**src/sv/ycr_pkg.sv**
```systemverilog
`timescale 1ns / 1ps
`default_nettype none
// ----------------------------------------------------------------------------
// ycr_pkg - shared types and constants for the 4:2:2 YCbCr to RGB converter
// Q10 BT.601 coefficients, offsets, accumulator types and the output clamp.
// ----------------------------------------------------------------------------
package ycr_pkg;

  localparam int AccW = 22;
  localparam int DiffW = 10;
  localparam int QShift = 10;
  localparam int PixW = 8;

  typedef logic signed [DiffW-1:0] diff_t;
  typedef logic signed [AccW-1:0]  acc_t;
  typedef logic [PixW-1:0]         pix_t;

  localparam diff_t LUMA_OFF   = 10'sd14;
  localparam diff_t CHROMA_OFF = 10'sd128;

  localparam acc_t K_LUMA    = 22'sd1192;
  localparam acc_t K_CR_TO_R = 22'sd1634;
  localparam acc_t K_CR_TO_G = 22'sd833;
  localparam acc_t K_CB_TO_G = 22'sd401;
  localparam acc_t K_CB_TO_B = 22'sd2065;

  // chroma contributions shared by both pixels of a word
  typedef struct packed {
    acc_t b_term;
    acc_t g_term;
    acc_t r_term;
  } chroma_t;

  // floor by the Q shift, then saturate to 0..255
  function automatic pix_t clamp_pix(input acc_t acc);
    pix_t res;
    res = '0;
    if (acc[AccW-1]) begin
      res = '0;
    end else if (|acc[AccW-2:QShift+PixW]) begin
      res = '1;
    end else begin
      res = acc[QShift+PixW-1:QShift];
    end
    return res;
  endfunction

endpackage
`default_nettype wire

```
**src/sv/ycr_pixel.sv**
```systemverilog
`timescale 1ns / 1ps
`default_nettype none
// ----------------------------------------------------------------------------
// ycr_pixel - one pixel of the converter
// Scaled luma plus shared B/R chroma terms, less the G term; clamps B, G, R.
// ----------------------------------------------------------------------------
module ycr_pixel
  import ycr_pkg::*;
(
  input  wire logic [7:0] luma,
  input  wire chroma_t    chroma,
  output pix_t            blue,
  output pix_t            green,
  output pix_t            red
);

  diff_t lum_d;
  acc_t  lum_term;

  assign lum_d    = diff_t'({2'b00, luma}) - LUMA_OFF;
  assign lum_term = acc_t'(lum_d) * K_LUMA;

  assign blue  = clamp_pix(lum_term + chroma.b_term);
  assign green = clamp_pix(lum_term - chroma.g_term);
  assign red   = clamp_pix(lum_term + chroma.r_term);

endmodule
`default_nettype wire

```
**src/sv/ycbcr422_to_rgb32.sv**
```systemverilog
`timescale 1ns / 1ps
`default_nettype none
// ----------------------------------------------------------------------------
// ycbcr422_to_rgb32 - packed 4:2:2 YCbCr word to two BGR pixels
// Each input word (Cb, Y0, Cr, Y1) is captured in an input register, converted
// with Q10 BT.601 coefficients in one pass of logic and held in a result
// register. The block takes one word per clock while the result side does not
// stall; the conversion is a single register-to-register path. Stall on
// the result side propagates to in_stall only once both registers are full.
// ----------------------------------------------------------------------------
module ycbcr422_to_rgb32
  import ycr_pkg::*;
(
  input  wire logic clk,
  input  wire logic rst_n,
  input  wire logic       in_valid,
  output logic            in_stall,
  input  wire logic [7:0] in_cb_in,
  input  wire logic [7:0] in_y_first,
  input  wire logic [7:0] in_cr_in,
  input  wire logic [7:0] in_y_second,
  input  wire logic       in_last_group_in,
  output logic            out_valid,
  input  wire logic       out_stall,
  output logic [7:0]      out_blue_first,
  output logic [7:0]      out_green_first,
  output logic [7:0]      out_red_first,
  output logic [7:0]      out_blue_second,
  output logic [7:0]      out_green_second,
  output logic [7:0]      out_red_second,
  output logic            out_last_group_out
);

  logic       s1_v_r, s1_v_nxt;
  logic [7:0] cb_r, y0_r, cr_r, y1_r;
  logic       last_r;
  logic       out_v_r, out_v_nxt;
  pix_t       b0_r, g0_r, r0_r, b1_r, g1_r, r1_r;
  logic       last_out_r;

  logic    s2_load;
  logic    s1_load;
  diff_t   cb_d, cr_d;
  chroma_t chroma;
  pix_t    b0, g0, r0, b1, g1, r1;

  assign s2_load  = !out_v_r || !out_stall;
  assign s1_load  = !s1_v_r || s2_load;
  assign in_stall = !s1_load;

  assign s1_v_nxt  = s1_load ? in_valid : s1_v_r;
  assign out_v_nxt = s2_load ? s1_v_r : out_v_r;

  assign cb_d = diff_t'({2'b00, cb_r}) - CHROMA_OFF;
  assign cr_d = diff_t'({2'b00, cr_r}) - CHROMA_OFF;

  assign chroma.b_term = acc_t'(cb_d) * K_CB_TO_B;
  assign chroma.g_term = acc_t'(cr_d) * K_CR_TO_G + acc_t'(cb_d) * K_CB_TO_G;
  assign chroma.r_term = acc_t'(cr_d) * K_CR_TO_R;

  ycr_pixel u_pix0 (
    .luma   (y0_r),
    .chroma (chroma),
    .blue   (b0),
    .green  (g0),
    .red    (r0)
  );

  ycr_pixel u_pix1 (
    .luma   (y1_r),
    .chroma (chroma),
    .blue   (b1),
    .green  (g1),
    .red    (r1)
  );

  always_ff @(posedge clk) begin
    if (!rst_n) begin
      s1_v_r  <= 1'b0;
      out_v_r <= 1'b0;
    end else begin
      s1_v_r  <= s1_v_nxt;
      out_v_r <= out_v_nxt;
    end
  end

  // capture the input word
  always_ff @(posedge clk) begin
    if (s1_load && in_valid) begin
      cb_r   <= in_cb_in;
      y0_r   <= in_y_first;
      cr_r   <= in_cr_in;
      y1_r   <= in_y_second;
      last_r <= in_last_group_in;
    end
  end

  // advance the converted word
  always_ff @(posedge clk) begin
    if (s2_load && s1_v_r) begin
      b0_r       <= b0;
      g0_r       <= g0;
      r0_r       <= r0;
      b1_r       <= b1;
      g1_r       <= g1;
      r1_r       <= r1;
      last_out_r <= last_r;
    end
  end

  assign out_valid          = out_v_r;
  assign out_blue_first     = b0_r;
  assign out_green_first    = g0_r;
  assign out_red_first      = r0_r;
  assign out_blue_second    = b1_r;
  assign out_green_second   = g1_r;
  assign out_red_second     = r1_r;
  assign out_last_group_out = last_out_r;

endmodule
`default_nettype wire

```
**config.mk**
```make
export PLATFORM = sky130hd
export DESIGN_NAME = ycbcr422_to_rgb32
export DESIGN_NICKNAME = d
export VERILOG_FILES = /design/src/sv/ycr_pkg.sv /design/src/sv/ycr_pixel.sv /design/src/sv/ycbcr422_to_rgb32.sv
export SDC_FILE = /design/constraint.sdc
export NUM_CORES = 1
export LEC_CHECK = 0
export ABC_AREA = 1
export BUFFER_PORTS_ARGS = -buffer_cell sky130_fd_sc_hd__buf_2
export CAP_MARGIN = 20
export CORE_MARGIN = 5
export CORE_UTILIZATION = 35
export CTS_BUF_LIST = sky130_fd_sc_hd__clkbuf_4 sky130_fd_sc_hd__clkbuf_8
export CTS_CLUSTER_SIZE = 40
export DETAILED_ROUTE_END_ITERATION = 10
export PLACE_DENSITY = 0.49
export SLEW_MARGIN = 20
export SYNTH_ARGS = -nofsm -noshare
export SYNTH_HDL_FRONTEND = slang
export SYNTH_SLANG_ARGS = --single-unit
```
**constraint.sdc**
```tcl
create_clock -name clk -period 12.5 [get_ports clk]
set_input_delay 0.625 -clock clk [delete_from_list [all_inputs] [get_ports clk]]
set_output_delay 0.625 -clock clk [all_outputs]
set_load 0.005 [all_outputs]
```
==> impl_metrics.json, run 1 <==
{
  "synth_edf_count": 82,
  "grt-ovfl-total": 0,
  "synth_fp_nets": 2497,
  "synthArstFlopShare_pct": 0,
  "yosysWarnings": 0,
  "fmax_ghz": 0.129,
  "post-cts-setup-buffers": 0,
  "grt_usage_pct": 17.8,
  "drive_above_1_share_pct": 7.64,
  "synth_fa_ha_area_share_pct": 38.7,
  "clk_pin_slew_ps": 110,
  "core_region_area_sq_um": 44400,
  "setup_viol": 0,
  "finalCritPeriodShare_pct": 61.8,
  "die_area_sq_um": 49500,
  "crit_type": "flop to flop",
  "required_ps": 12690,
  "cts_sinks": 84,
  "cts_hold_buffers": 0,
  "synth_compound_area_share_pct": 8.96,
  "area_delta_synth_final_pct": 8.85,
  "clk_latency_ps": 450,
  "antenna_found_initial": 0,
  "cts_made_buffers": 9,
  "rr_worst_depth": 33,
  "rows": 77,
  "status": "finished, final reports clean",
  "netlist_area_sq_um": 15800,
  "routed_wl_microns": 43800,
  "via_per_inst": 4.77,
  "h-tree-depth": 3,
  "fin_worst_skew_ps": 30.9,
  "synthFlopType": "edfxtp_1",
  "slew_headroom_pct": 44.4,
  "reg2reg_from": "cb_r[7]$_DFFE_PP_",
  "synth-seq-cells": 84,
  "syn_inst": 2017,
  "n_fill_cell": 4696,
  "drtAntennaViolNets": 0,
  "fin_cells": 2712,
  "drc": 0,
  "yosysTopAreaCell": "ha_1",
  "synthXorXnorAreaFrac_pct": 7.11,
  "synth_simple_gate_area_share_pct": 20.0,
  "tightestPinTransition_ps": 832,
  "ys_seq_area_share_pct": 15.8,
  "ys_types": 53,
  "yosysTopAreaCellShare_pct": 29.0,
  "worstPathMaxFanout": 11,
  "whs_path_depth": 1,
  "place_congestion": 0.893,
  "grt_pass1_vias": 12640,
  "diodes": 0,
  "grt_max_degree": 50,
  "fin_setup_tns_ps": 0,
  "cpPeakStageDelay_ps": 720,
  "hold_end": "y0_r[5]$_DFFE_PP_",
  "grt_first_pass_wirelength_microns": 70000,
  "hold_violations": 0,
  "final_max_slew_viol_count": 0,
  "min_period_ps": 7730,
  "num_vias": 12938,
  "die-height_microns": 223,
  "synth_area_leaders": "ha_1, edfxtp_1, fa_1, inv_1, nand2_1",
  "rrSetupSlack_ps": 4770,
  "cts.path.max_buffers": 2,
  "portBuffers": 87,
  "final_core_util_pct": 38.7,
  "synth_top_family_by_area": "adder cells",
  "syn_area_per_cell_sq_um": 7.84,
  "start_kind": "flop",
  "slowest_stage": "edfxtp_1",
  "start_util_pct": 35.6,
  "worstPathArrival_ps": 7920,
  "die_w_microns": 223,
  "nNetsFinal": 2595,
  "worstReg2RegEnd": "out_green_first[6]$_SDFFCE_PP0P_",
  "first_iter_violations": 616,
  "placed_cells": 2696,
  "rsz0062_at_grt": "false",
  "dp_hpwl_microns": 39100,
  "crit_path_end_kind": "flop",
  "wl_per_cell_microns": 16.2,
  "synth_mux_area_share_pct": 0,
  "maxCapViolCount": 0,
  "hp-start": "in_y_first[5]",
  "io_pins": 88,
  "hp-class": "primary input to flop",
  "path_common_cell": "nand2_1",
  "cts_resized": 0,
  "dr.pass1.iters": 5,
  "cts_tree": "built",
  "cts_root_buf": "clkbuf_8"
}
-- cells in the mapped netlist (2+ instances only) --
cell	number
o21ba_2	2
nand2_1	386
edfxtp_1	82
nand4_1	33
nor2_1	111
o21ai_0	44
nand3_1	116
inv_2	5
a31oi_1	9
o31ai_1	2
a21oi_2	2
xor2_1	85
nor3_4	2
ha_1	367
inv_1	391
nor3_1	21
and2_1	3
clkbuf_1	2
nand3b_1	3
nor4_1	2
nand2_4	4
a21oi_1	141
a21o_1	15
nand2_2	18
xor2_2	3
fa_1	76
o211ai_1	5
o21bai_1	12
nor2_2	2
or2_2	3
dfxtp_1	2
o21ai_1	6
xnor2_1	36
nand3_2	7
-- kinds of logic after synthesis --
logic type	count (synthesis)
xor gates and xnor gates	125
adders and majority gates	443
buffers and inverters	399
and+or+nand+nor	716
DFF	84
AOI/OAI and AO/OA	250
-- state kept, by name, indices dropped and copies added (netlist names), 8 cells and up --
| signal | count |
|---|---|
| cb_r | 8 |
| cr_r | 8 |
| out_blue_first | 8 |
| out_blue_second | 8 |
| out_green_first | 8 |
| out_green_second | 8 |
| out_red_first | 8 |
| out_red_second | 8 |
| y0_r | 8 |
| y1_r | 8 |
-- per-stage QoR --
step / worst slack [ps] / hold WS, ps / cell area (sq um)
detailed placement: 4770 / 414 / 17000
floorplan: 5790 / 400 / 15800
global placement: 4790 / 403 / 17000
global route: 4150 / 311 / 17200
finish: 4770 / 343 / 17200
CTS: 4750 / 298 / 17200
-- layer usage --
metal / vias to the layer above / share of wire (%) / global-route usage, %
met5: - / 0 / 0
met4: 0 / 2.2 / 5.14
met3: 34 / 3.3 / 2.24
met2: 193 / 44 / 28.2
met1: 5878 / 51 / 25.7
li1: 6833 / - / -
-- cell usage in the layout (no fill, tap or decap), drive strengths merged, types with 9 or more instances in the layout --
| master | instances |
|---|---|
| nand3 | 124 |
| nor3 | 23 |
| clkbuf | 9 |
| xor2 | 88 |
| a21o | 15 |
| o21ai | 51 |
| nand2 | 408 |
| o21bai | 12 |
| a21oi | 143 |
| nor2 | 114 |
| buf | 89 |
| xnor2 | 37 |
| fa | 76 |
| nand4 | 33 |
| edfxtp | 82 |
| ha | 367 |
| inv | 399 |
| a31oi | 9 |
-- worst max-delay path by stage --
stage	startpoint	slack, ps	endpoint	depth (start not counted)
after floorplan	cb_r[7]$_DFFE_PP_	5790	out_green_second[0]$_SDFFCE_PP0P_	33
after global placement	cb_r[7]$_DFFE_PP_	4790	out_green_second[0]$_SDFFCE_PP0P_	33
after detailed placement	cb_r[7]$_DFFE_PP_	4770	out_green_second[2]$_SDFFCE_PP0P_	33
after CTS	cb_r[7]$_DFFE_PP_	4750	out_green_second[2]$_SDFFCE_PP0P_	33
after global routing	cb_r[7]$_DFFE_PP_	4150	out_green_first[6]$_SDFFCE_PP0P_	33
final	cb_r[7]$_DFFE_PP_	4770	out_green_first[6]$_SDFFCE_PP0P_	33
-- final cells by class --
cell class | count | area, sq um | area share, %
timing repair buffer | 89 | 450 | 2.62
inverter | 397 | 1490 | 8.66
multi-input combinational | 1534 | 11800 | 68.7
tap | 592 | 741 | 4.30
clock buffer | 9 | 124 | 0.720
sequential | 84 | 2500 | 14.5
clock inverter | 7 | 80.1 | 0.465
-- worst max-delay path: cells and delay by family (launching register included) --
| family | cells | cell delay, ps |
|---|---|---|
| AOI/OAI and AO/OA | 2 | 280 |
| buffers and inverters | 5 | 600 |
| DFF | 1 | 720 |
| adders and majority gates | 9 | 3810 |
| and+or+nand+nor | 16 | 1650 |
| xor gates and xnor gates | 1 | 430 |
Power of run 1 is left out: the tool's default activity adds up to more than one toggle a clock period on the data nets, which glitch-free logic cannot reach.
==> run 2: changes to the inputs <==
--- a/config.mk
+++ b/config.mk
@@ -5,7 +5,7 @@
 export SDC_FILE = /design/constraint.sdc
 export NUM_CORES = 1
 export LEC_CHECK = 0
-export ABC_AREA = 1
+export ABC_AREA = 0
 export BUFFER_PORTS_ARGS = -buffer_cell sky130_fd_sc_hd__buf_2
 export CAP_MARGIN = 20
 export CORE_MARGIN = 5
==> constraint.sdc (replaced) <==
create_clock -name clk -period 7.2 [get_ports clk]
set_input_delay 0.36 -clock clk [delete_from_list [all_inputs] [get_ports clk]]
set_output_delay 0.36 -clock clk [all_outputs]
set_load 0.005 [all_outputs]
==> impl_metrics.json, run 2 <==
{
  "n_fill_cell": 4015,
  "worstPathMaxFanout": 10,
  "wl_per_cell_microns": 17.3,
  "rows": 73,
  "fmax_ghz": 0.142,
  "portBuffers": 87,
  "io_pins": 88,
  "final_cell_mix": "ha_1, inv_1, buf_2",
  "yosysTopAreaCellShare_pct": 32.6,
  "crit_type": "flop to flop",
  "cts.path.max_buffers": 2,
  "syn_inst": 1452,
  "final_max_slew_viol_count": 0,
  "dr.pass1.iters": 5,
  "cts_tree": "built",
  "nNetsFinal": 2118,
  "rsz0062_at_grt": "true",
  "yosysTopAreaCell": "ha_1",
  "cpPeakStageDelay_ps": 500,
  "cts_made_buffers": 9,
  "synth_edf_count": 82,
  "status": "finished, final reports clean",
  "startpoint": "cb_r[7]$_DFFE_PP_",
  "via_per_inst": 5.00,
  "clk_pin_slew_ps": 100,
  "grt_usage_pct": 17.1,
  "hold_violations": 0,
  "grt_max_degree": 41,
  "path_common_cell": "ha_1",
  "routed_wl_microns": 37500,
  "synth_common_cells": "ha_1, inv_1, a21oi_1",
  "synth-seq-cells": 84,
  "crit_end": "out_green_second[0]$_SDFFCE_PP0P_",
  "yosysMostFrequentCell": "ha_1",
  "synth_area_leaders": "ha_1, edfxtp_1, fa_1, inv_1, xnor2_1",
  "diodes": 0,
  "reg2reg_from": "cb_r[7]$_DFFE_PP_",
  "worstReg2RegEnd": "out_green_second[0]$_SDFFCE_PP0P_",
  "slowest_stage": "fa_1",
  "dp_hpwl_microns": 32900,
  "fin_worst_skew_ps": 17.1,
  "worstPathArrival_ps": 7240,
  "netlist_area_sq_um": 14100,
  "required_ps": 7390,
  "start_kind": "flop",
  "grt_first_pass_wirelength_microns": 59100,
  "die_area_sq_um": 44400,
  "hp-start": "in_y_second[6]",
  "area_delta_synth_final_pct": 17.7,
  "yosysWarnings": 0,
  "crit_path_end_kind": "flop",
  "final_common_cell": "ha_1",
  "num_vias": 10847,
  "drc": 0,
  "grt-ovfl-total": 0,
  "clk_latency_ps": 440,
  "tightestPinTransition_ps": 751,
  "first_iter_violations": 437,
  "drive_above_1_share_pct": 17.8,
  "start_util_pct": 35.4,
  "grt_pass1_vias": 10930,
  "final_core_util_pct": 41.6,
  "syn_area_per_cell_sq_um": 9.70,
  "core_region_area_sq_um": 39800,
  "die-height_microns": 211,
  "ys_seq_area_share_pct": 17.8,
  "h-tree-depth": 3,
  "antenna_found_initial": 0,
  "synthFlopType": "edfxtp_1",
  "rr_worst_depth": 28,
  "synth_fp_nets": 1932,
  "min_period_ps": 7050,
  "place_congestion": 0.839,
  "rrSetupSlack_ps": 150,
  "finalCritPeriodShare_pct": 97.9,
  "maxCapViolCount": 0,
  "drtAntennaViolNets": 0,
  "setup_viol": 0,
  "ys_types": 82,
  "hp-class": "primary input to flop",
  "slew_headroom_pct": 49.5,
  "synthArstFlopShare_pct": 0,
  "cts_sinks": 84,
  "die_w_microns": 211,
  "cts_hold_buffers": 0,
  "cts_root_buf": "clkbuf_8"
}
[run 2: critical path, delay by kind of cell, from the launching register on]
family,cells,cell delay [ps]
buffers and inverters,4,360
adders and majority gates,10,3260
xor gates and xnor gates,1,170
AOI/OAI and AO/OA,11,2160
and+or+nand+nor,2,380
DFF,1,440
[run 2: routing by layer]
| layer | share of wire, % | wire length, microns | track usage, % |
|---|---|---|---|
| met3 | 3.6 | 1360 | 2.63 |
| met1 | 49 | 18400 | 24.1 |
| met4 | 2.5 | 928 | 5.48 |
| met5 | 0 | 0 | 0 |
| met2 | 45 | 16700 | 27.1 |
[run 2: repair_timing]
| action | CTS | global route |
|---|---|---|
| pin swaps | 14 | 42 |
| setup endpoints to repair | 16 | 43 |
| resized for setup | 12 | 63 |
| buffers inserted | 3 | 7 |
[run 2: layout make-up]
cell class | count | area (sq um) | share of cell area [%]
Sequential cell | 84 | 2500 | 15.1
Clock buffer | 9 | 124 | 0.747
Tap cell | 525 | 657 | 3.96
Clock inverter | 7 | 128 | 0.770
Inverter | 219 | 825 | 4.97
Timing Repair Buffer | 176 | 1130 | 6.81
Multi-Input combinational cell | 1148 | 11200 | 67.6
[run 2: how the worst min path moves through the flow]
| stage | end | slack [ps] | cells after the start |
|---|---|---|---|
| after floorplan | out_last_group_out$_DFFE_PP_ | 400 | 0 |
| after global placement | out_last_group_out$_DFFE_PP_ | 400 | 0 |
| after detailed placement | out_last_group_out$_DFFE_PP_ | 420 | 0 |
| after CTS | y0_r[7]$_DFFE_PP_ | 30 | 1 |
| after global routing | y1_r[6]$_DFFE_PP_ | 40 | 1 |
| final | y1_r[6]$_DFFE_PP_ | 80 | 1 |
[run 2: cell families after synthesis]
logic type,after synthesis,share of synthesized area (%)
AND/OR/NAND/NOR,251,9.09
adder cells (fa/ha/maj),446,43.6
AO/OA/AOI/OAI,325,15.6
flip-flops,84,17.8
buffers and inverters,220,5.86
multiplexers,3,0.222
XOR/XNOR,123,7.88
[run 2: per-stage QoR]
| stage | setup TNS [ps] | cell area (sq um) | hold slack (ps) | std cells | setup slack (ps) |
|---|---|---|---|---|---|
| after CTS | 0 | 16200 | 30.5 | 2163 | 2.24 |
| after global routing | -1570 | 16600 | 44.6 | 2168 | -153 |
| final | 0 | 16600 | 81.0 | 2168 | 154 |
| after floorplan | 0 | 14200 | 400 | 1452 | 1.26 |
| after global placement | 0 | 15900 | 401 | 2144 | 3.60 |
| after detailed placement | -779 | 15900 | 417 | 2144 | -110 |
Power of run 2 is left out for the same reason.
